## src/sv/msof_pkg.sv

```systemverilog
`timescale 1ns / 1ps
package msof_pkg;

	localparam int MIP_W       = 5;
	localparam int LAYER_W     = 11;
	localparam int FACE_W      = 3;
	localparam int IDX_W       = 14;
	localparam int PL_W        = 15;
	localparam int FIELD_W     = 52;
	localparam int IN_TDATA_W  = 24;
	localparam int OUT_TDATA_W = 104;
	localparam int APB_AW      = 6;
	localparam int APB_DW      = 64;

	typedef enum logic [2:0] {
		REG_WIDTH,
		REG_HEIGHT,
		REG_FORMAT,
		REG_MIPS,
		REG_LAYERS,
		REG_FACES,
		REG_LENGTH
	} reg_idx_t;

	typedef enum logic [2:0] {
		FMT_UNKNOWN = 3'd0,
		FMT_PX16    = 3'd1,
		FMT_PX4_A   = 3'd2,
		FMT_PX4_B   = 3'd3,
		FMT_PX4_C   = 3'd4
	} fmt_code_t;

	typedef struct packed {
		logic [15:0]        width;
		logic [15:0]        height;
		logic [2:0]         fmt;
		logic [4:0]         mip_count;
		logic [11:0]        layer_count;
		logic [2:0]         face_count;
		logic [FIELD_W-1:0] data_length;
	} cfg_t;

	localparam cfg_t CFG_RESET = '{
		width:       16'd0,
		height:      16'd0,
		fmt:         3'd0,
		mip_count:   5'd1,
		layer_count: 12'd1,
		face_count:  3'd1,
		data_length: 52'd0
	};

	typedef struct packed {
		logic             in_range;
		logic             is_last;
		logic [MIP_W-1:0] mip;
		logic [IDX_W-1:0] idx;
		logic [PL_W-1:0]  per_level;
	} ctl_t;

	// pixel size as a shift; en low means size 0
	typedef struct packed {
		logic       en;
		logic [2:0] sh;
	} fmt_t;

	function automatic fmt_t fmt_decode(input logic [2:0] code);
		fmt_t r;
		r = '0;
		unique case (code) inside
			FMT_PX16: begin
				r.en = 1'b1;
				r.sh = 3'd4;
			end
			FMT_PX4_A, FMT_PX4_B, FMT_PX4_C: begin
				r.en = 1'b1;
				r.sh = 3'd2;
			end
			default: r = '0;
		endcase
		return r;
	endfunction

endpackage

```

## src/sv/msof_entry.sv

```systemverilog
`timescale 1ns / 1ps
module msof_entry #(
	parameter int MAX_MIP_LEVELS = 17,
	parameter int DIM_BITS       = 16
) (
	input  logic                              clk,
	input  logic                              arst_n,
	input  msof_pkg::cfg_t                    cfg,
	input  logic                              in_valid,
	output logic                              in_ready,
	input  logic [msof_pkg::IN_TDATA_W-1:0]   in_data,
	output logic                              out_valid,
	input  logic                              out_ready,
	output msof_pkg::ctl_t                    out_ctl,
	output logic [DIM_BITS-1:0]               out_w,
	output logic [DIM_BITS-1:0]               out_h
);
	import msof_pkg::*;

	localparam logic [5:0] MIPS_MAX = 6'(MAX_MIP_LEVELS);

	logic [MIP_W-1:0]   mip;
	logic [LAYER_W-1:0] layer;
	logic [FACE_W-1:0]  face;
	logic [5:0]         mips;
	logic [5:0]         mip_x;
	logic [11:0]        layer_x;
	logic [IDX_W-1:0]   layer_i;
	logic [IDX_W-1:0]   face_i;
	logic [IDX_W-1:0]   fc_i;
	logic [PL_W-1:0]    lc_p;
	logic [PL_W-1:0]    fc_p;
	ctl_t               ctl;
	logic               en;

	logic                valid_s1;
	ctl_t                ctl_s1;
	logic [DIM_BITS-1:0] w_s1;
	logic [DIM_BITS-1:0] h_s1;

	assign mip   = in_data[MIP_W-1:0];
	assign layer = in_data[MIP_W+LAYER_W-1:MIP_W];
	assign face  = in_data[MIP_W+LAYER_W+FACE_W-1:MIP_W+LAYER_W];

	assign mip_x   = {1'b0, mip};
	assign layer_x = {1'b0, layer};
	assign mips    = ({1'b0, cfg.mip_count} > MIPS_MAX) ? MIPS_MAX : {1'b0, cfg.mip_count};
	assign layer_i = IDX_W'(layer);
	assign face_i  = IDX_W'(face);
	assign fc_i    = IDX_W'(cfg.face_count);
	assign lc_p    = PL_W'(cfg.layer_count);
	assign fc_p    = PL_W'(cfg.face_count);

	always_comb begin
		ctl.in_range  = (mip_x < mips) && (layer_x < cfg.layer_count)
			&& (face < cfg.face_count);
		ctl.is_last   = (mip_x == mips - 6'd1) && (layer_x == cfg.layer_count - 12'd1)
			&& (face == cfg.face_count - 3'd1);
		ctl.mip       = mip;
		ctl.idx       = layer_i * fc_i + face_i;
		ctl.per_level = lc_p * fc_p;
	end

	assign en       = !valid_s1 || out_ready;
	assign in_ready = en;

	always_ff @(posedge clk or negedge arst_n) begin
		if (!arst_n) begin
			valid_s1 <= 1'b0;
		end else if (en) begin
			valid_s1 <= in_valid;
		end
	end

	always_ff @(posedge clk) begin
		if (en && in_valid) begin
			ctl_s1 <= ctl;
			w_s1   <= DIM_BITS'(cfg.width);
			h_s1   <= DIM_BITS'(cfg.height);
		end
	end

	assign out_valid = valid_s1;
	assign out_ctl   = ctl_s1;
	assign out_w     = w_s1;
	assign out_h     = h_s1;

endmodule

```

## config.mk

```make
export PLATFORM = sky130hd
export DESIGN_NAME = msof_entry
export DESIGN_NICKNAME = d
export VERILOG_FILES = /design/src/sv/msof_pkg.sv /design/src/sv/msof_entry.sv
export SDC_FILE = /design/constraint.sdc
export NUM_CORES = 1
export LEC_CHECK = 0
export BUFFER_PORTS_ARGS = -buffer_cell sky130_fd_sc_hd__buf_2
export CORE_UTILIZATION = 45
export CTS_CLUSTER_SIZE = 12
export DETAILED_ROUTE_END_ITERATION = 6
export GPL_ROUTABILITY_DRIVEN = 0
export PLACE_DENSITY = 0.75
export SYNTH_ARGS = -nofsm -noshare
export SYNTH_HDL_FRONTEND = slang
export SYNTH_SLANG_ARGS = --single-unit
```

## constraint.sdc

```tcl
create_clock -name clk -period 3.1 [get_ports clk]
set_input_delay 0.62 -clock clk [delete_from_list [all_inputs] [get_ports clk]]
set_output_delay 0.62 -clock clk [all_outputs]
set_load 0.01 [all_outputs]
```

# Word-level counts from Yosys, hierarchy flattened
# Index checks and enable logic that the tools add are counted.
word_totals:
  ff_bits: 69
  input_bits: 135
op_classes:
  add_sub_neg: 4
  n_mul: 2
  n_lt_le_gt_ge: 4
  n_eq_ne: 3
  mux: 1
  n_reduce_logical: 7
op_table:
  columns: ["op", "count"]
  rows:
  - ["$mul A12 B3 Y15", 1]
  - ["$add A14 B3 Y14", 1]
  - ["$mul A11 B3 Y14", 1]
  - ["$eq A11 B12 Y1", 1]
  - ["$lt A11 B12 Y1", 1]
  - ["$sub A12 B1 Y12 const B", 1]
  - ["$eq A5 B6 Y1", 1]
  - ["$sub A5 B1 Y6 const B", 1]
  - ["$gt A5 B5 Y1 const B", 1]
  - ["$logic_and A1 B1 Y1", 5]
  - ["$lt A5 B5 Y1", 1]
  - ["$mux W5", 1]
  - ["$eq A3 B3 Y1", 1]
  - ["$lt A3 B3 Y1", 1]
  - ["$sub A3 B1 Y3 const B", 1]
  - ["$logic_not A1 Y1", 1]
  - ["$logic_or A1 B1 Y1", 1]

# Longest topological paths before layout
logic_depth:
  ltp_word: 6
  depth_mapped: 13

# Worst setup path before layout
# No wires, ideal clock.
synth_timing:
  kind: "input to register"
  from: "input port cfg[54] in the netlist's numbering"
  to: "register ctl_s1 (netlist bit out_ctl[28]), data pin"
  setup_ns: 0.266
  t_arrival_ns: 3.564
  required_ns: 2.834
  setup_slack_ns: -0.730
  cell_stages: 11
  path_buffers: 1
  path_cell_list: "clkbuf_1 -> nand2_1 -> fa_1 -> fa_1 -> fa_1 -> nor2b_1 -> o31a_1 -> o31ai_1 -> a2111oi_0 -> o41ai_1 -> xnor2_1"
synth_rtl:
  columns: ["element", "line_no", "rtl"]
  rows:
  - ["from (decl)", "msof_entry.sv:8", "input msof_pkg::cfg_t cfg,"]
  - ["to (signal assigned)", "msof_entry.sv:77", "ctl_s1 <= ctl;"]
  - ["to (decl)", "msof_entry.sv:37", "ctl_t ctl_s1;"]

==> parameters.txt <==
Parameter                              Value

Power
  Static leakage    approximately 3.4 nW
  Worst-case vdd ir drop    ~340 µV
  Power density cells    469 nW/µm²

Global routing
  First-pass GRT wire length    just under 20 mm
  Initial antenna violation count    0
  All-layer global routing usage    21.8%
  Leftover overflow at the end of global routing    0
  Vias in the first global route    4258
  Largest net degree at the start of global routing    42

Placement
  Port Buffer Count    144
  Placed cell areas    6450 µm²
  Post-detailed-placement half-perimeter wirelength    9.59 mm
  Placed Instances    between 800 and 900

Detailed routing
  WL met3    868 µm
  Remaining routing DRC violations    0
  Met1 Wirelength    4.91 mm
  Wire length on met2    6.11 mm
  Drt via density    5.11
  Number of search-and-repair iterations in the first detailed-routing pass    4
  Average routed wire per standard cell    14.5 µm
  Highest metal layer used by the detailed router    met4
  Total Wirelength    approximately 12 mm
  Post-DRT Antenna Nets    0
  Vias    4274
  1st-iter DRT viols    140

Yosys
  Mean instance size in the synthesized netlist    10.6 µm²
  Number of standard cells after synthesis    around 480
  Count of synthesis-stage warnings from yosys    0
  Seq/Total Area, Yosys    40.2%
  Number of flip-flops and latches in the synthesized netlist    69
  Cell type contributing the most total cell area after synthesis    edfxtp_1
  Async set-or-reset flop fraction in the synthesized netlist    1.45%
  Most used flip-flop cell after synthesis    edfxtp_1
  Cell area after synthesis    5140 µm²
  Unique masters post-synth    50
  Area share of the largest cell type after synthesis    39.7%
  Cells taking the most area after synthesis    edfxtp_1 40%, ha_1 15%, fa_1 8.6%
  Post-synth net total    703
  Number of synthesized flops with an enable pin    68

Job
  Count of max-cap constraint violations    0

Timing
  Final Max Slew Viols    0
  Final hold vios    0
  Final setup margin    -0.177 ns
  Unrepaired setup endpoints after global routing    true
  Setup Viol. Count Final    4
  Timing-limited maximum frequency    0.305 GHz
  Worst-case hold slack    0.0460 ns
  Post-Route Setup TNS    -0.507 ns
  Post-Route Skew    0.00578 ns
  Clock period minus final worst setup slack    3.28 ns
  Tightest Pin Transition    0.511 ns
  Worst slew slack as a fraction of its limit    66.0%
  Tcrit/Tclk final    106%

Worst setup path
  Most used cell, CP    fa_1
  Worst endpoint required time    3.19 ns
  Critical path startpoint category    primary input
  Worst stage delay on the critical path    0.56 ns
  Kind of end point of the critical path    flip-flop
  Data arrival time of the worst path    between 3 and 4 ns
  Maximum fanout encountered on the critical timing path    3
  Critical path's slowest cell    fa_1
  CP cell instances    buf_8, nand2_4, fa_1, fa_1, buf_4, fa_2, nor2b_2, o31a_1, o31ai_4, a2111oi_4, nor2_1, xnor2_1
  Critical R2R Launch    out_valid
  Startpoint of the most critical setup path    in_data[7]
  Crit Path Category    in2reg

Outcome
  Result of the run    finished with violations
  Violated checks    negative setup slack

Clock network
  CTS HTree Levels    3
  Root Buffer    clkbuf_16
  Clk_lat worst skew    0.34 ns
  Sink count of the clock tree    69
  Clock tree from TritonCTS    done
  Clk slew on worst S/H paths    about 0.050 ns
  TritonCTS buffer count    9
  Max Buffers Root-to-Sink    2

Finish
  Multi-input combinational cell area    2920 µm²
  Most frequent standard cell in the layout excluding fill and tap cells    buf_2
  Post-layout nets    909
  Filler-free cell count of the finished design    836
  Finished Core Util    63.8%
  FF/Latch Area    2070 µm²
  Count of filler cells inserted in the layout    899
  Finished layout cell area    7010 µm²
  Proportion of layout cells with a drive suffix above 1    35.7%
  Area growth from synthesis to layout    36.5%
  Most used cells in the layout excluding fill and tap cells    138 x buf_2, 68 x edfxtp_1, 64 x buf_4

Min path
  Worst hold path type    in2async

Floorplanning
  Area of the die    11800 µm²
  Horizontal die dimension    between 100 and 150 µm
  Number of core rows    38
  DIE HEIGHT    about 110 µm
  Number of I/O pins    a little over 200
  Initial Utilization    46.8%
  Placeable Area    11000 µm²
==> synth_stat cells, drive strengths merged, types with 2 or more instances <==
master,instances
o21ai,13
a31oi,3
nand4,3
xor2,11
or4,3
o211ai,4
a21o,7
mux2i,2
nor3,13
fa,22
and2,14
nor2b,6
nor3b,2
o21a,5
inv,62
a2111oi,2
nand2,59
nor4,2
buf,2
nand4b,2
xnor2,30
ha,62
nor2,25
nand3,4
a211oi,2
a21oi,14
o2111ai,2
nand2b,8
clkbuf,12
and3,3
edfxtp,68
o31ai,2
a21boi,2
or3,2
==> critical path, delay by kind of cell <==
family                     cells  cell delay [ns]
xor gates and xnor gates       1             0.15
adders and majority gates      3             1.36
AOI/OAI and AO/OA              3             0.70
buffers and inverters          2             0.24
and+or+nand+nor                3             0.29
==> repair_timing <==
| item | CTS | global route |
|---|---|---|
| setup buffers | 7 | 2 |
| gates resized for setup | 27 | 6 |
| pin swaps | 13 | 5 |
| hold buffers | 0 | 0 |
| setup endpoints to repair | 6 | 11 |
==> through the flow <==
step           worst slack [ns]  power (mW)
2_1_floorplan            -0.466        1.73
3_3_place_gp             -0.592        2.04
3_5_place_dp             -0.703        2.07
4_1_cts                  -0.139        3.32
5_1_grt                  -0.257        3.47
6_report                 -0.177        3.29
==> registers in the layout, summed over array words and instances, names as in the netlist <==
signal	count
out_ctl	36
out_h	16
out_w	16
out_valid	1
==> path summary, 6_finish.rpt <==
kind / end / slack, ns / cells past startpoint
min: out_valid / 0.05 / 1
min in group clk: out_w[10] / 0.45 / 1
min reg2reg: out_valid / 0.55 / 2
max in group asynchronous: out_valid / 2.97 / 1
max: out_ctl[26] / -0.18 / 12
max reg2reg: out_h[15] / 1.62 / 3
==> area by class of cell <==
| type | count | area share (%) |
|---|---|---|
| repair buffers | 209 | 18.1 |
| clock inverters | 7 | 1.62 |
| flip-flops and latches | 69 | 29.5 |
| clock buffers | 9 | 3.21 |
| inverters | 62 | 3.32 |
| multi-input cells | 339 | 41.7 |
| diodes | 1 | 0.0357 |
| well taps | 140 | 2.50 |
==> power by group <==
| group | switching (mW) | leakage, nW | internal, mW | total (mW) |
|---|---|---|---|---|
| Sequential | 0.0190 | 0.662 | 1.14 | 1.16 |
| Clock | 0.390 | 0.161 | 0.780 | 1.17 |
| Combinational | 0.492 | 2.54 | 0.465 | 0.957 |
==> layer usage <==
layer	GRT usage, %	vias up
li1	-	2086
met1	24.1	2025
met2	39.3	142
met3	6.10	21
met4	8.88	0
met5	0	-
==> kinds of logic (layout without fill, tap and decap cells) <==
group / after synthesis / count (layout) / share of synthesized area [%]
buf+inv: 76 / 287 / 5.77
simple gates: 148 / 148 / 14.1
xor+xnor: 41 / 41 / 6.99
flops: 69 / 69 / 40.2
fa+ha+maj: 84 / 84 / 23.7
compound gates: 64 / 64 / 8.82
other cells: 0 / 1 / 0
mux: 2 / 2 / 0.390
Note: power is estimated with default switching activity, not from simulation.
