`src/sv/msof_pkg.sv`:
```
`timescale 1ns / 1ps
package msof_pkg;

	localparam int MIP_W       = 5;
	localparam int LAYER_W     = 11;
	localparam int FACE_W      = 3;
	localparam int IDX_W       = 14;
	localparam int PL_W        = 15;
	localparam int FIELD_W     = 52;
	localparam int IN_TDATA_W  = 24;
	localparam int OUT_TDATA_W = 104;
	localparam int APB_AW      = 6;
	localparam int APB_DW      = 64;

	typedef enum logic [2:0] {
		REG_WIDTH,
		REG_HEIGHT,
		REG_FORMAT,
		REG_MIPS,
		REG_LAYERS,
		REG_FACES,
		REG_LENGTH
	} reg_idx_t;

	typedef enum logic [2:0] {
		FMT_UNKNOWN = 3'd0,
		FMT_PX16    = 3'd1,
		FMT_PX4_A   = 3'd2,
		FMT_PX4_B   = 3'd3,
		FMT_PX4_C   = 3'd4
	} fmt_code_t;

	typedef struct packed {
		logic [15:0]        width;
		logic [15:0]        height;
		logic [2:0]         fmt;
		logic [4:0]         mip_count;
		logic [11:0]        layer_count;
		logic [2:0]         face_count;
		logic [FIELD_W-1:0] data_length;
	} cfg_t;

	localparam cfg_t CFG_RESET = '{
		width:       16'd0,
		height:      16'd0,
		fmt:         3'd0,
		mip_count:   5'd1,
		layer_count: 12'd1,
		face_count:  3'd1,
		data_length: 52'd0
	};

	typedef struct packed {
		logic             in_range;
		logic             is_last;
		logic [MIP_W-1:0] mip;
		logic [IDX_W-1:0] idx;
		logic [PL_W-1:0]  per_level;
	} ctl_t;

	// pixel size as a shift; en low means size 0
	typedef struct packed {
		logic       en;
		logic [2:0] sh;
	} fmt_t;

	function automatic fmt_t fmt_decode(input logic [2:0] code);
		fmt_t r;
		r = '0;
		unique case (code) inside
			FMT_PX16: begin
				r.en = 1'b1;
				r.sh = 3'd4;
			end
			FMT_PX4_A, FMT_PX4_B, FMT_PX4_C: begin
				r.en = 1'b1;
				r.sh = 3'd2;
			end
			default: r = '0;
		endcase
		return r;
	endfunction

endpackage

```
`src/sv/msof_finish.sv`:
```
`timescale 1ns / 1ps
module msof_finish #(
	parameter int DIM_BITS    = 16,
	parameter int OFFSET_BITS = 52
) (
	input  logic                              clk,
	input  logic                              arst_n,
	input  msof_pkg::cfg_t                    cfg,
	input  logic                              in_valid,
	output logic                              in_ready,
	input  msof_pkg::ctl_t                    in_ctl,
	input  logic [OFFSET_BITS-1:0]            in_sum,
	input  logic [2*DIM_BITS-1:0]             in_area,
	output logic                              out_valid,
	input  logic                              out_ready,
	output logic [msof_pkg::OUT_TDATA_W-1:0]  out_data,
	output logic                              out_user
);
	import msof_pkg::*;

	localparam int OB = OFFSET_BITS;
	localparam int CW = (OFFSET_BITS > FIELD_W) ? OFFSET_BITS : FIELD_W;

	logic en1, en2, en3;
	fmt_t fmt;
	logic [OB-1:0] tot;
	logic [CW-1:0] dl_x;
	logic [CW-1:0] off_x;
	logic [CW-1:0] sz_last;
	logic [CW-1:0] sz;

	logic          valid_s1, valid_s2, valid_s3;
	ctl_t          ctl_s1, ctl_s2;
	logic [OB-1:0] ps_s1;
	logic [OB-1:0] ia_s1;
	logic [OB-1:0] area_s1;
	logic [OB-1:0] off_s2;
	logic [OB-1:0] lsz_s2;
	logic               range_s3;
	logic [FIELD_W-1:0] off_s3;
	logic [FIELD_W-1:0] size_s3;

	assign en3      = !valid_s3 || out_ready;
	assign en2      = !valid_s2 || en3;
	assign en1      = !valid_s1 || en2;
	assign in_ready = en1;

	always_ff @(posedge clk or negedge arst_n) begin
		if (!arst_n) begin
			valid_s1 <= 1'b0;
			valid_s2 <= 1'b0;
			valid_s3 <= 1'b0;
		end else begin
			if (en1) valid_s1 <= in_valid;
			if (en2) valid_s2 <= valid_s1;
			if (en3) valid_s3 <= valid_s2;
		end
	end

	// stage 1: level sum times subimages per level, index times level area
	always_ff @(posedge clk) begin
		if (en1 && in_valid) begin
			ctl_s1  <= in_ctl;
			ps_s1   <= OB'(in_ctl.per_level) * in_sum;
			ia_s1   <= OB'(in_ctl.idx) * OB'(in_area);
			area_s1 <= OB'(in_area);
		end
	end

	// stage 2: scale pixel counts to bytes
	assign fmt = fmt_decode(cfg.fmt);
	assign tot = ps_s1 + ia_s1;

	always_ff @(posedge clk) begin
		if (en2 && valid_s1) begin
			ctl_s2 <= ctl_s1;
			off_s2 <= fmt.en ? (tot << fmt.sh) : '0;
			lsz_s2 <= fmt.en ? (area_s1 << fmt.sh) : '0;
		end
	end

	// stage 3: last subimage takes the rest of the buffer
	assign dl_x    = CW'(cfg.data_length);
	assign off_x   = CW'(off_s2);
	assign sz_last = (dl_x >= off_x) ? dl_x - off_x : '0;
	assign sz      = ctl_s2.is_last ? sz_last : CW'(lsz_s2);

	always_ff @(posedge clk) begin
		if (en3 && valid_s2) begin
			range_s3 <= ctl_s2.in_range;
			off_s3   <= ctl_s2.in_range ? FIELD_W'(off_x) : '0;
			size_s3  <= ctl_s2.in_range ? FIELD_W'(sz) : '0;
		end
	end

	assign out_valid = valid_s3;
	assign out_user  = range_s3;
	assign out_data  = {size_s3, off_s3};

endmodule

```
`config.mk`:
```
export PLATFORM = sky130hd
export DESIGN_NAME = msof_finish
export DESIGN_NICKNAME = d
export VERILOG_FILES = /design/src/sv/msof_pkg.sv /design/src/sv/msof_finish.sv
export SDC_FILE = /design/constraint.sdc
export NUM_CORES = 2
export LEC_CHECK = 0
export BUFFER_PORTS_ARGS = -buffer_cell sky130_fd_sc_hd__buf_2
export CAP_MARGIN = 5
export CORE_MARGIN = 1.5
export CORE_UTILIZATION = 35
export DETAILED_ROUTE_END_ITERATION = 12
export GPL_ROUTABILITY_DRIVEN = 1
export PLACE_DENSITY_LB_ADDON = 0.25
export SLEW_MARGIN = 5
export SYNTH_ARGS = -nofsm -noshare
export SYNTH_HDL_FRONTEND = slang
export SYNTH_SLANG_ARGS = --single-unit
```
`constraint.sdc`:
```
create_clock -name clk -period 7.7 [get_ports clk]
set_input_delay 0 -clock clk [delete_from_list [all_inputs] [get_ports clk]]
set_output_delay 0 -clock clk [all_outputs]
set_load 0.01 [all_outputs]
```
[Word level (Yosys, flattened, before mapping)]
Index checks and enable logic that the tools add are counted.
Storage, ports and cells
  register bits after elaboration: 346
  latch bits: 0
  RAM bits: 0
  memory bits (read-only): 0
  input bits: 231
  output and inout bits: 107
  word-level logic and storage cells: 39
  memories: 0
Operators by class
  add/subtract/negate cells: 2
  $mul: 2
  div/mod/pow operators: 0
  order comparisons: 1
  eq/ne operators: 4
  shift operators: 2
  muxes and demuxes: 3
  bitwise operators: 0
  reductions and logical operators: 10
Operators by type and width (count)
  52-bit 2-to-1 mux: 2
  52-bit by 46-bit adder with 52-bit output: 1
  52-bit greater-or-equal comparator: 1
  15-bit by 52-bit multiplier with 52-bit output: 1
  32-bit by 3-bit << shifter with 52-bit output: 1
  52-bit by 3-bit << shifter with 52-bit output: 1
  52-bit subtractor: 1
  14-bit by 32-bit multiplier with 46-bit output: 1
  4-bit case mux with 2 select lines: 1
  3-bit by 2-bit equality test with 1-bit output (second input constant): 2
  3-bit by 1-bit equality test with 1-bit output (second input constant): 1
  3-bit equality test (second input constant): 1
  1-bit logical AND: 3
  1-bit zero test: 3
  1-bit logical OR: 3
  3-bit OR reduction: 1

[Logic depth before layout (Yosys ltp)]
  depth after elaboration: 5
  gate-level depth with buffers: 27

[Worst setup path after synthesis]
OpenSTA, ideal clock, no wires.
  kind: input to register
  start point: input port in_ctl[3] (netlist name)
  end point: register ps_s1[44] (data pin)
  library setup time: 0.260 ns
  arrival: 5.756 ns
  slack: 1.684 ns
  cell stages on the path: 24
  path buffers: 2
  cells stage by stage: clkbuf_1 -> clkbuf_1 -> nand2_1 -> fa_1 -> inv_1 -> fa_1 -> fa_1 -> fa_1 -> fa_1 -> inv_1 -> fa_1 -> inv_1 -> ha_1 -> a21oi_1 -> a21boi_0 -> a311oi_1 -> nand3_2 -> o31ai_2 -> a21oi_1 -> a21oi_2 -> o21a_2 -> o21ai_0 -> a21boi_0 -> xnor2_1
On the way
  word-level cells in the longest chain between the ends: 1
Ends and longest elaborated chain
  start, declared: line msof_finish.sv:11  | input msof_pkg::ctl_t in_ctl,
  15-bit by 52-bit multiplier with 52-bit output: line msof_finish.sv:64  | ps_s1 <= OB'(in_ctl.per_level) * in_sum;
  end signal, assigned: line msof_finish.sv:64
  end, declared: line msof_finish.sv:34  | logic [OB-1:0] ps_s1;
Every way passes these cells.
A chain may end at the register's enable or synchronous reset.

[Final worst setup path]
  start point: input port in_area[12]
  end point: register ia_s1[45] (data pin)
On the way
  word-level cells in the longest chain between the ends: 1
Ends and longest elaborated chain
  start, declared: line msof_finish.sv:13  | input logic [2*DIM_BITS-1:0] in_area,
  14-bit by 32-bit multiplier with 46-bit output: line msof_finish.sv:65  | ia_s1 <= OB'(in_ctl.idx) * OB'(in_area);
  end signal, assigned: line msof_finish.sv:65
  end, declared: line msof_finish.sv:35  | logic [OB-1:0] ia_s1;
Every way passes these cells.

==> qor.yml <==
run_status:
  outcome: "finished, final reports clean"
floorplan:
  dieArea_um2: 145000
  start_util_pct: 35.3
  io_pins: 338
  chipWidth_um: 381
  num_rows: 138
  core_region_area_um2: 142000
  fp.dieH_um: 381
synth:
  synth_ff_type: "edfxtp_1"
  yosys.area_share.simple_pct: 15.9
  synth_area_per_cell_um2: 9.53
  ys_types: 90
  synth_compound_area_share_pct: 9.44
  synthCells: 5256
  synth_area_leaders: "fa_1, edfxtp_1, ha_1, inv_1, nand2_1"
  synthMuxAreaShare_pct: 0
  async_flop_share_pct: 0.909
  syn-cell-area_um2: 50100
  synth-seq-area-share_pct: 19.8
  synthXorXnorAreaFrac_pct: 3.08
  synth_top_cell_by_area: "fa_1"
  synth_edf_count: 327
  synth_fa_ha_area_share_pct: 42.9
  postSynthRegisterBits: 330
  synth.yosys.warnings: 0
  synth_top_family_by_area: "adder cells"
  yosys.area.top_type_share_pct: 35.8
worst_hold_path:
  min_from: "cfg[0]"
  hold_class: "primary input to flop"
  worstHoldPathCells: 4
  hold-path-endpoint: "size_s3[0]"
worst_setup_path:
  path_cells: "dlygate4sd3_1 > buf_2 > nand2_1 > fa_1 > inv_1 > fa_1 > fa_1 > fa_1 > fa_1 > inv_1 > fa_1 > inv_1 > ha_1 > a211oi_2 > nand2_1 > o2111ai_2 > o32ai_2 > a211oi_4 > o22ai_2 > a41o_1 > a311o_1 > a21oi_2 > o21ai_2 > xnor2_1"
  crit_top_cell: "fa_1"
  r2r_cells: 14
  worstSetupPathType: "primary input to flop"
  worst_ep_arrival_time_ns: 6.96
  r2r-end: "size_s3[25]"
  worstPathRequired_ns: 7.97
  cp_top_family: "adder cells"
  r2r-start: "off_s2[11]"
  cp_max_fo: 15
  cp-end-kind: "flop"
  cpPeakStageDelay_ns: 0.57
  slowest_stage: "fa_1"
  critPathLaunchType: "primary input"
  r2r_slack_ns: 3.53
  critPathBufInv: 5
layout:
  fillers: 14300
  fin_nets: 6815
  fin_cells: 7324
  area_delta_synth_final_pct: 9.33
  final_area_um2: 54700
  multi_input_comb_area_um2: 35800
  final_common_cell: "inv_1"
  final_cell_mix: "inv_1, fa_1, nand2_1"
  seq_area_um2: 9890
  drive_gt1_share_pct: 7.81
drt:
  dr_total_vias: 36700
  antenna_left: 0
  dr.pass1.iters: 6
  wl_um: 137000
  drt_iter0_drc: 2172
  vias_per_cell: 5.01
  wl_per_cell_um: 18.8
  route.detailed.drc: 0
cts:
  ctsLongestPathBuffers: 3
  htreeDepth: 2
  clock-sinks: 330
  cts_made_buffers: 38
  clkTransAtPathRegs_ns: 0.06
  clock_latency_ns: 0.55
  root_buffer: "clkbuf_16"
  cts_tree: "yes"
grt:
  grt_pass1_wl_um: 219000
  grt_usage_pct: 19.1
  antenna_found_initial: 8
  grt-ovfl-total: 0
  grt_max_degree: 79
  grt_pass1_vias: 38600
sta:
  fin_skew_ns: 0.0294
  hold_violations: 0
  relSlewSlack_pct: 29.4
  slew_violations: 0
  finalSetupTns_ns: 0
  finalSetupViolations: 0
  fin_crit_sh_pct: 86.8
  worst_pin_slew_ns: 1.05
  rsz0062_at_grt: "no"
  post-route-min-period_ns: 6.69
  fmax_mhz: 150
placement:
  dp_cells: 7210
  portBuffers: 278
  dp_hpwl_um: 111000
  dpl_cell_area_um2: 53100
  place_congestion: 0.920
job:
  maxCapViolCount: 0
==> flip-flops by register name (all words and copies together), names as in the netlist <==
register and count:
off_s2 52, off_s3 52, size_s3 52, ps_s1 50
ia_s1 46, lsz_s2 38, area_s1 32, ctl_s1 2
ctl_s2 2, out_user 1, out_valid 1, valid_s1 1
valid_s2 1
==> Yosys cell counts, drive strengths merged, types with 49 or more instances <==
master / number
xor2: 64
clkbuf: 242
nand3: 49
ha: 286
a21oi: 191
edfxtp: 327
o21ai: 187
xnor2: 112
nand2: 856
and2: 511
inv: 924
nor2: 115
a22oi: 52
a21o: 77
fa: 895
==> worst max path at each step <==
| stage | from | end | slack (ns) | cells after the start |
|---|---|---|---|---|
| after floorplan | in_ctl[3] | ps_s1[44] | 1.68 | 24 |
| after global placement | in_ctl[0] | ps_s1[44] | 0.81 | 23 |
| after detailed placement | in_ctl[0] | ps_s1[44] | 0.72 | 23 |
| after CTS | in_area[12] | ia_s1[45] | 1.02 | 24 |
| after global routing | in_area[12] | ia_s1[45] | 0.76 | 24 |
| final | in_area[12] | ia_s1[45] | 1.01 | 24 |
==> worst register-to-register path, stage by stage (launching register included) <==
cell and delay (ns):
edfxtp_1 0.42, inv_1 0.07, ha_1 0.38, nand3_1 0.31, o211ai_1 0.20, o211ai_1 0.11
o21ba_2 0.26, o2bb2ai_2 0.16, nor3_2 0.34, o22ai_2 0.19, o21ai_2 0.22, a21o_1 0.25
nand3_2 0.29, buf_4 0.38, o21ai_1 0.39
==> through the flow <==
step | worst slack, ns | util [%] | hold slack [ns]
after global routing | 0.764 | 38.6 | 0.0430
after detailed placement | 0.718 | 37.5 | -0.200
final | 1.01 | 38.6 | 0.0334
after floorplan | 1.68 | - | -0.296
after CTS | 1.02 | 38.6 | 0.0166
after global placement | 0.813 | 37.5 | -0.203
==> timing repair <==
action,CTS,global route
hold buffers,43,0
buffers inserted,0,0
resized for setup,0,0
endpoints found under the hold margin,61,0
==> final cells by class <==
class                      instances  area share (%)
clock buffer                      47            1.84
clock inverter                    21           0.299
inverter                         924            6.33
sequential                       330            18.1
tap                             1890            4.32
timing repair buffer             353            3.77
antenna                            3          0.0137
multi-input combinational       3756            65.4
==> cells by family after synthesis <==
| group | Yosys count |
|---|---|
| AND/OR/NAND/NOR | 1672 |
| adder cells (fa/ha/maj) | 1181 |
| buffers and inverters | 1175 |
| AO/OA/AOI/OAI | 721 |
| flip-flops | 330 |
| XOR/XNOR | 176 |
| other | 1 |
==> metal layers <==
metal,GRT usage [%],vias up,wire length [um]
met5,0,-,69
met4,4.09,12,3090
met3,1.80,189,6370
met2,33.8,954,68600
met1,25.2,18900,59200
li1,-,16700,-
Power is left out: the tool's default activity adds up to more than one toggle a clock period on the data nets, which glitch-free logic cannot reach.
