[config.mk]
export PLATFORM = sky130hd
export DESIGN_NAME = msof_cfg_regs
export DESIGN_NICKNAME = d
export VERILOG_FILES = /design/src/sv/msof_pkg.sv /design/src/sv/msof_cfg_regs.sv
export SDC_FILE = /design/constraint.sdc
export NUM_CORES = 1
export LEC_CHECK = 0
export ABC_AREA = 0
export ABC_CLOCK_PERIOD_IN_PS = 2400
export BUFFER_PORTS_ARGS = -buffer_cell sky130_fd_sc_hd__buf_2
export CORE_MARGIN = 10
export CORE_UTILIZATION = 38
export CTS_CLUSTER_SIZE = 8
export DETAILED_ROUTE_END_ITERATION = 8
export PLACE_DENSITY = 0.68
export SYNTH_ARGS = -nofsm -noshare
export SYNTH_HDL_FRONTEND = slang
export SYNTH_SLANG_ARGS = --single-unit
[constraint.sdc]
create_clock -name clk -period 2.4 [get_ports clk]
set_clock_uncertainty 0.15 [all_clocks]
set_input_delay 0.36 -clock clk [delete_from_list [all_inputs] [get_ports clk]]
set_output_delay 0.36 -clock clk [all_outputs]
set_load 0.01 [all_outputs]
[src/sv/msof_pkg.sv]
`timescale 1ns / 1ps
package msof_pkg;

	localparam int MIP_W       = 5;
	localparam int LAYER_W     = 11;
	localparam int FACE_W      = 3;
	localparam int IDX_W       = 14;
	localparam int PL_W        = 15;
	localparam int FIELD_W     = 52;
	localparam int IN_TDATA_W  = 24;
	localparam int OUT_TDATA_W = 104;
	localparam int APB_AW      = 6;
	localparam int APB_DW      = 64;

	typedef enum logic [2:0] {
		REG_WIDTH,
		REG_HEIGHT,
		REG_FORMAT,
		REG_MIPS,
		REG_LAYERS,
		REG_FACES,
		REG_LENGTH
	} reg_idx_t;

	typedef enum logic [2:0] {
		FMT_UNKNOWN = 3'd0,
		FMT_PX16    = 3'd1,
		FMT_PX4_A   = 3'd2,
		FMT_PX4_B   = 3'd3,
		FMT_PX4_C   = 3'd4
	} fmt_code_t;

	typedef struct packed {
		logic [15:0]        width;
		logic [15:0]        height;
		logic [2:0]         fmt;
		logic [4:0]         mip_count;
		logic [11:0]        layer_count;
		logic [2:0]         face_count;
		logic [FIELD_W-1:0] data_length;
	} cfg_t;

	localparam cfg_t CFG_RESET = '{
		width:       16'd0,
		height:      16'd0,
		fmt:         3'd0,
		mip_count:   5'd1,
		layer_count: 12'd1,
		face_count:  3'd1,
		data_length: 52'd0
	};

	typedef struct packed {
		logic             in_range;
		logic             is_last;
		logic [MIP_W-1:0] mip;
		logic [IDX_W-1:0] idx;
		logic [PL_W-1:0]  per_level;
	} ctl_t;

	// pixel size as a shift; en low means size 0
	typedef struct packed {
		logic       en;
		logic [2:0] sh;
	} fmt_t;

	function automatic fmt_t fmt_decode(input logic [2:0] code);
		fmt_t r;
		r = '0;
		unique case (code) inside
			FMT_PX16: begin
				r.en = 1'b1;
				r.sh = 3'd4;
			end
			FMT_PX4_A, FMT_PX4_B, FMT_PX4_C: begin
				r.en = 1'b1;
				r.sh = 3'd2;
			end
			default: r = '0;
		endcase
		return r;
	endfunction

endpackage

[src/sv/msof_cfg_regs.sv]
`timescale 1ns / 1ps
module msof_cfg_regs (
	input  logic                           clk,
	input  logic                           arst_n,
	input  logic                           psel,
	input  logic                           penable,
	input  logic                           pwrite,
	input  logic [msof_pkg::APB_AW-1:0]    paddr,
	input  logic [msof_pkg::APB_DW-1:0]    pwdata,
	output logic [msof_pkg::APB_DW-1:0]    prdata,
	output logic                           pready,
	output msof_pkg::cfg_t                 cfg
);
	import msof_pkg::*;

	cfg_t     cfg_q;
	reg_idx_t sel;
	logic     wr_en;

	assign pready = 1'b1;
	assign sel    = reg_idx_t'(paddr[APB_AW-1:3]);
	assign wr_en  = psel & penable & pwrite & pready;
	assign cfg    = cfg_q;

	always_ff @(posedge clk or negedge arst_n) begin
		if (!arst_n) begin
			cfg_q <= CFG_RESET;
		end else if (wr_en) begin
			unique case (sel)
				REG_WIDTH:  cfg_q.width       <= pwdata[15:0];
				REG_HEIGHT: cfg_q.height      <= pwdata[15:0];
				REG_FORMAT: cfg_q.fmt         <= pwdata[2:0];
				REG_MIPS:   cfg_q.mip_count   <= pwdata[4:0];
				REG_LAYERS: cfg_q.layer_count <= pwdata[11:0];
				REG_FACES:  cfg_q.face_count  <= pwdata[2:0];
				REG_LENGTH: cfg_q.data_length <= pwdata[FIELD_W-1:0];
				default: ;
			endcase
		end
	end

	always_comb begin
		unique case (sel)
			REG_WIDTH:  prdata = APB_DW'(cfg_q.width);
			REG_HEIGHT: prdata = APB_DW'(cfg_q.height);
			REG_FORMAT: prdata = APB_DW'(cfg_q.fmt);
			REG_MIPS:   prdata = APB_DW'(cfg_q.mip_count);
			REG_LAYERS: prdata = APB_DW'(cfg_q.layer_count);
			REG_FACES:  prdata = APB_DW'(cfg_q.face_count);
			REG_LENGTH: prdata = APB_DW'(cfg_q.data_length);
			default:    prdata = '0;
		endcase
	end

endmodule

Yosys cells after proc, flatten, opt, wreduce, memory -nomap -nowiden
Cells that the tools add are included.
W data, S select, Z words.
{"block": "word_totals", "out_inout_bits": 172, "word_cells": 24, "reg_bits": 107}
{"block": "op_classes", "n_reduce_logical": 8, "bitwise": 2, "n_eq_ne": 6, "muxes": 1}
{"cell": "$pmux W52 S7", "n": 1}
{"cell": "$reduce_and A2 Y1", "n": 7}
{"cell": "$eq A3 B3 Y1 const B", "n": 3}
{"cell": "$eq A3 B2 Y1 const B", "n": 2}
{"cell": "$eq A3 B1 Y1 const B", "n": 1}
{"cell": "$logic_not A3 Y1", "n": 1}
{"cell": "$and A1 B1 Y1", "n": 2}

Depth between registers and ports, before layout
Gate-level depths: netlist of the first run.
{"block": "logic_depth", "word_depth": 3, "depth_mapped": 6}

Worst setup path after synthesis of the first run
No wires, ideal clock.
{"block": "synth_timing", "path_kind": "in2out", "start": "in paddr[4] (netlist bit)", "end": "out prdata[10] (netlist bit)", "cell_stages": 5, "t_required_ns": 1.890, "setup_slack_ns": 0.612, "n_path_buf": 3, "arrival_time_ns": 1.278, "path_cell_list": "buf_6 or2_1 buf_6 clkbuf_1 o22ai_1"}
{"block": "synth_between", "elab_chain_cells": 2, "elab_cells_between_ends": 8, "classes_between": "eq/ne (6); mux (1); reduce/logical (1)"}
{"item": "from (decl)", "line_no": "msof_cfg_regs.sv:8", "rtl": "input logic [msof_pkg::APB_AW-1:0] paddr,"}
{"item": "$eq A3 B3 Y1 (tied with other cells)", "line_no": "msof_cfg_regs.sv:43", "rtl": "unique case (sel)"}
{"item": "$pmux W52 S7 *", "line_no": "msof_cfg_regs.sv:43"}
{"item": "to (decl)", "line_no": "msof_cfg_regs.sv:10", "rtl": "output logic [msof_pkg::APB_DW-1:0] prdata,"}
Every way passes the cells marked *; elsewhere a longest branch is shown, timed or not.

Final worst setup path of the first run
{"block": "layout_timing", "start": "in paddr[4] (netlist bit)", "end": "out prdata[5] (netlist bit)"}
Same word-level chain as after synthesis.

==> results of run 1 <==
==> how the worst min path moves through the flow <==
stage | end | depth (start not counted) | startpoint
after floorplan | cfg[0] | 0 | arst_n
after global placement | cfg[14] | 1 | arst_n
after detailed placement | cfg[14] | 1 | arst_n
after CTS | cfg[42] | 2 | pwdata[42]
after global routing | cfg[26] | 2 | pwdata[26]
final | cfg[17] | 2 | pwdata[17]
==> per-layer routing <==
metal,GRT usage,part of all wire,vias up
met2,0.261,0.47,180
li1,-,-,1703
met3,0.0871,0.13,12
met1,0.190,0.40,1860
met4,0.0438,0.010,0
met5,0,0,-
==> final cells by class <==
| cell class | count | share of cell area |
|---|---|---|
| multi-input combinational | 233 | 0.331 |
| tap | 176 | 0.0331 |
| sequential | 107 | 0.403 |
| clock inverter | 4 | 0.0111 |
| clock buffer | 12 | 0.0371 |
| inverter | 2 | 0.00113 |
| timing repair buffer | 229 | 0.183 |
==> where the power goes <==
group	internal, mW	leakage [nW]	total (mW)	switching (mW)
Sequential	2.16	1.36	2.44	0.276
Combinational	0.693	2.05	1.36	0.667
Clock	0.945	0.157	1.60	0.656
==> stage by stage <==
step,instance area (um^2),hold slack [ns]
finish,6650,0.0904
CTS,6650,0.0761
global placement,6320,0.186
detailed placement,6320,0.196
global route,6650,0.0796
floorplan,5140,-0.0856
==> repair_timing <==
item | in CTS | in global routing
resized for setup | 0 | 0
hold buffers | 1 | 0
hold endpoints to repair | 33 | 0
==> synth_stat cells, drive strengths merged <==
| cell type | number |
|---|---|
| nand4 | 1 |
| and4b | 2 |
| o22ai | 7 |
| a31oi | 2 |
| o2bb2ai | 4 |
| clkbuf | 8 |
| nand4b | 1 |
| or2 | 1 |
| and3 | 2 |
| a21boi | 2 |
| o21a | 1 |
| conb | 2 |
| nand2b | 3 |
| nor2 | 10 |
| buf | 27 |
| nand3 | 3 |
| and2 | 36 |
| inv | 2 |
| a21oi | 2 |
| dfstp | 3 |
| dfrtp | 104 |
| o32a | 1 |
| a211o | 2 |
| mux2i | 26 |
| o221ai | 3 |
| o211ai | 2 |
| nand2 | 2 |
| mux2 | 107 |
==> cell families (layout without fill, tap and decap cells) <==
kind of cell           after synthesis  count (layout)  synth area share
other                                2              13           0.00147
buffers and inverters               37             247            0.0515
DFF                                107             107             0.525
and+or+nand+nor                     61              61            0.0821
AOI/OAI and AO/OA                   26              26            0.0378
muxes                              133             133             0.302
==> critical path, delay by kind of cell <==
family | cells | cell delay [ns]
compound gates | 1 | 0.12
buf+inv | 3 | 0.77
simple gates | 1 | 0.39
==> key figures, run 1 <==
Detailed routing
  – Post-Route WL: 15.3 mm
  – Vias: 3755
  – Via density per instance: 4.92
  – Mean routed wirelength per cell: 20.0 um
  – Drt pass-1 iters: 4
  – Post-route ant nets: 0
  – DR DRC count: 0
  – Number of DRC markers in iteration 0: 110

Timing
  – Slew headroom: 0.617
  – Fmax: 463 MHz
  – Unrepaired setup endpoints after global routing: no
  – Worst Slack Setup Final: 0.241 ns
  – Final TNS setup: 0 ns
  – Worst Max-Slew Pin Slew: 0.575 ns
  – Tmin final: 2.16 ns
  – Max Slew Vio Count: 0
  – Final Hold Fails: 0
  – Final setup vio count: 0
  – Final period utilization: 0.900

Yosys
  – Syn Area/Cell: 13.9 um^2
  – Synth Instances: 366
  – #FFs+latches synth: 107
  – Post-synthesis sequential area ratio: 0.525
  – Share of the synthesized area in the top cell type: 0.510
  – Cell accounting for the most synthesized area: dfrtp_1
  – Area contributors post-synth: dfrtp_1 (51%), mux2_2 (19%), mux2_4 (5.9%), mux2i_1 (5.1%), and2_1 (4.4%)
  – Netlist cell types: 34
  – Cell area after synthesis: 5100 um^2
  – Yosys warns: 0

Layout
  – Area growth syn-to-layout: 30.3%
  – Fillers: 1181
  – Core Util, Final: 0.504
  – Layout cells sized above 1: 0.610
  – N_diodes: 0
  – Most frequent cells in the layout: buf_2 (217), dfrtp_1 (104), mux2_2 (87)
  – Multi-input logic area: 2200 um^2
  – Register area: 2680 um^2
  – Commonest non-fill, non-tap cell in the layout: buf_2
  – Max reg flops: 107
  – Finished Layout Cells: 763
  – Net count, final: 657

Place
  – Port bufs: 218
  – DP Wirelength: 11.5 mm
  – RePlAce Congestion: 0.814
  – Setup WS pre-CTS: 0.251 ns
  – Placed Cells: 746

Floorplan
  – CORE AREA: 13200 um^2
  – Initial Utilization: 0.387
  – I/O Pins: 247
  – # rows: 42
  – Die area: 18500 um^2
  – Die Wd: 136 um
  – Die Span Y: 136 um

Outcome
  – Outcome: finished, final reports clean

Clocking
  – CTS sink count: 107
  – Latest clock arrival within the worst-skew pair: 0.35 ns
  – Htree depth: 3
  – CTS tree: done
  – Clock slew at reported path FFs: 0.07 ns
  – Clock Tree Buf Depth: 2
  – Number of setup buffers added after CTS: 0
  – CTS Root Cell: clkbuf_16
  – Num CTS Buffers: 9

Setup path
  – Origin of the critical flop-to-flop path: cfg[102]
  – Startpoint types: input pin
  – Worst setup path startpoint: paddr[4]
  – Slowest cell on crit path: or2_1
  – Worst reg2reg path endpoint: cfg[102]
  – Worst EP required: 1.89 ns
  – Cell mode on critical path: buf_2
  – Crit end category: output pin
  – Setup crit end: prdata[5]
  – Type of the worst setup path: input pin to output pin
  – Critical path peak fanout: 17
  – Crit-path cells: buf_2, or2_1, buf_4, o22ai_1, buf_2
  – R2R cell count: 1
  – R2R setup slack: 1.44 ns
  – Biggest cell delay along the critical path: 0.39 ns
  – Crit path DAT: 1.65 ns

Power
  – Lkg Pwr: 3.57 nW
  – PwrDens: 812 nW/um^2
  – Maximum vdd drop: 0.000353 V
  – Overall power: 5.40 mW

GRT
  – GRT Total Usage: 0.164
  – Antenna violations before repair: 0
  – First-pass GRT wire length: 23.8 mm
  – Vias in the first global route: 4188
  – Pin count of the biggest net entering global routing: 53
  – Global route overflow: 0

Job
  – Maxcap violations: 0

Min path
  – Hold Crit Class: input pin to flop
No activity file was read; power rests on OpenSTA's default activity.
==> inputs of run 2 (changes only) <==
--- a/config.mk
+++ b/config.mk
@@ -8,7 +8,6 @@
 export ABC_AREA = 0
 export ABC_CLOCK_PERIOD_IN_PS = 2400
 export BUFFER_PORTS_ARGS = -buffer_cell sky130_fd_sc_hd__buf_2
-export CORE_MARGIN = 10
 export CORE_UTILIZATION = 38
 export CTS_CLUSTER_SIZE = 8
 export DETAILED_ROUTE_END_ITERATION = 8
==> run 2 against run 1 <==
Count of clock-buffer cells in the layout increased by 1. Sequential share of layout area fell by 0.16 points. Largest power group unchanged. Via count is 0.37% lower. Sequential power about the same. Cell count shrank 0.26%. Critical path depth down 1. Flip-flop and latch count did not move. Maximum frequency is 4.3% higher. Largest cell class unchanged. Routed wire length shrank 15%.
==> key figures, run 2 (synthesized netlist as in run 1, its figures left out) <==
Detailed routing
  – Vias: 3741 (was 3755)
  – Via density per instance: 4.92 (about the same)
  – Mean routed wirelength per cell: 17.0 um (was 20.0 um)
  – Number of DRC markers in iteration 0: 105 (was 110)
  – Post-route ant nets: 0 (unchanged)
  – Post-Route WL: 12.9 mm (was 15.3 mm)
  – Drt pass-1 iters: 4 (unchanged)
  – DR DRC count: 0 (unchanged)

Setup path
  – Type of the worst setup path: input pin to output pin (unchanged)
  – Worst reg2reg path endpoint: cfg[78] (was cfg[102])
  – Worst setup path startpoint: paddr[3] (was paddr[4])
  – Slowest cell on crit path: nand2b_1 (was or2_1)
  – Crit end category: output pin (unchanged)
  – Crit path DAT: 1.56 ns (was 1.65 ns)
  – R2R setup slack: 1.45 ns (was 1.44 ns)
  – WP depth: 4 (was 5)
  – Critical path peak fanout: 16 (was 17)
  – Delay-heaviest family, CP: simple AND/OR/NAND/NOR gates (was buffers and inverters)
  – Cell mode on critical path: buf_2 (unchanged)
  – R2R cell count: 1 (unchanged)
  – Startpoint types: input pin (unchanged)
  – Crit-path cells: buf_2, nand2b_1, o221ai_1, buf_2 (was buf_2, or2_1, buf_4, o22ai_1, buf_2)
  – Biggest cell delay along the critical path: 0.50 ns (was 0.39 ns)
  – Origin of the critical flop-to-flop path: cfg[78] (was cfg[102])
  – Buf+Inv Stages, Crit Path: 2 (was 3)
  – Setup crit end: prdata[4] (was prdata[5])
  – Worst EP required: 1.89 ns (about the same)

Floorplan
  – CORE AREA: 12900 um^2 (was 13200 um^2)
  – Die Span Y: 118 um (was 136 um)
  – Die Wd: 118 um (was 136 um)
  – Die area: 13900 um^2 (was 18500 um^2)
  – # rows: 41 (was 42)
  – I/O Pins: 247 (unchanged)
  – Initial Utilization: 0.396 (was 0.387)

Timing
  – Tmin final: 2.07 ns (was 2.16 ns)
  – Worst Max-Slew Pin Slew: 0.528 ns (was 0.575 ns)
  – Final period utilization: 0.862 (was 0.900)
  – Final TNS setup: 0 ns (unchanged)
  – Max Slew Vio Count: 0 (unchanged)
  – Final setup vio count: 0 (unchanged)
  – Unrepaired setup endpoints after global routing: no (unchanged)
  – Fmax: 483 MHz (was 463 MHz)
  – Final Hold Fails: 0 (unchanged)
  – Slew headroom: 0.648 (was 0.617)
  – Worst Slack Setup Final: 0.331 ns (was 0.241 ns)
  – Hold Slack: 0.101 ns (was 0.0904 ns)

Job
  – Maxcap violations: 0 (unchanged)

Layout
  – Most frequent cells in the layout: buf_2 (217), dfrtp_1 (104), mux2_2 (87) (unchanged)
  – Commonest non-fill, non-tap cell in the layout: buf_2 (unchanged)
  – Register area: 2680 um^2 (unchanged)
  – N_diodes: 0 (unchanged)
  – Finished Layout Cells: 761 (was 763)
  – Max reg flops: 107 (unchanged)
  – Layout cells sized above 1: 0.615 (was 0.610)
  – Core Util, Final: 0.518 (was 0.504)
  – Fillers: 1100 (was 1181)
  – Multi-input logic area: 2200 um^2 (unchanged)
  – Net count, final: 659 (was 657)
  – Final instance area: 6680 um^2 (was 6650 um^2)
  – Area growth syn-to-layout: 30.8% (was 30.3%)

GRT
  – Vias in the first global route: 3843 (was 4188)
  – Antenna violations before repair: 0 (unchanged)
  – First-pass GRT wire length: 20.5 mm (was 23.8 mm)
  – Global route overflow: 0 (unchanged)
  – Pin count of the biggest net entering global routing: 46 (was 53)
  – GRT Total Usage: 0.187 (was 0.164)

Min path
  – Hold Crit Class: input pin to flop (unchanged)

Clocking
  – CTS Hold Bufs: 1 (unchanged)
  – CTS Root Cell: clkbuf_16 (unchanged)
  – Number of setup buffers added after CTS: 0 (unchanged)
  – Clock Tree Buf Depth: 2 (unchanged)
  – Latest clock arrival within the worst-skew pair: 0.33 ns (was 0.35 ns)
  – CTS tree: done (unchanged)
  – Htree depth: 3 (unchanged)
  – CTS sink count: 107 (unchanged)
  – Clock slew at reported path FFs: 0.07 ns (about the same)
  – # resized after CTS: 0 (unchanged)
  – Num CTS Buffers: 9 (unchanged)

Place
  – Port bufs: 218 (unchanged)
  – Placed Cells: 744 (was 746)
  – RePlAce Congestion: 0.771 (was 0.814)
  – DP Wirelength: 9.32 mm (was 11.5 mm)
  – Setup WS pre-CTS: 0.333 ns (was 0.251 ns)
  – DP Area: 6340 um^2 (was 6320 um^2)

Power
  – Maximum vdd drop: 0.000362 V (was 0.000353 V)
  – Lkg Pwr: 3.59 nW (was 3.57 nW)
  – PwrDens: 798 nW/um^2 (was 812 nW/um^2)
  – Overall power: 5.33 mW (was 5.40 mW)

Outcome
  – Outcome: finished, final reports clean (unchanged)
[run 2: cell count changes in the layout (fill, tap and decap cells not counted)]
cell / before / now
buf_12: 3 / 4
buf_4: 8 / 9
bufinv_16: 2 / 1
clkbuf_1: 2 / 0
clkbuf_8: 1 / 4
[run 2: power breakdown]
| group | total [mW] | leakage (nW) | internal (mW) | switching, mW |
|---|---|---|---|---|
| registers | 2.44 | 1.36 | 2.16 | 0.271 |
| clock network | 1.57 | 0.162 | 0.924 | 0.643 |
| logic | 1.32 | 2.06 | 0.697 | 0.628 |
[run 2: worst min path at each step]
stage	startpoint	end	depth (start not counted)
2_1_floorplan	arst_n	cfg[0]	0
3_3_place_gp	arst_n	cfg[33]	1
3_5_place_dp	arst_n	cfg[36]	1
4_1_cts	pwdata[27]	cfg[27]	2
5_1_grt	pwdata[24]	cfg[24]	2
6_report	pwdata[41]	cfg[41]	2
[run 2: metal layers]
layer / vias up / wire length (um) / track usage
met3: 10 / 918 / 0.0455
li1: 1710 / - / -
met2: 172 / 6450 / 0.323
met4: 0 / 132 / 0.0601
met1: 1849 / 5420 / 0.228
met5: - / 0 / 0
[run 2: area by class of cell]
cell class,count,share of cell area
Inverter,2,0.00112
Multi-Input combinational cell,233,0.330
Clock buffer,13,0.0420
Tap cell,172,0.0322
Clock inverter,3,0.00656
Timing Repair Buffer,231,0.186
Sequential cell,107,0.402
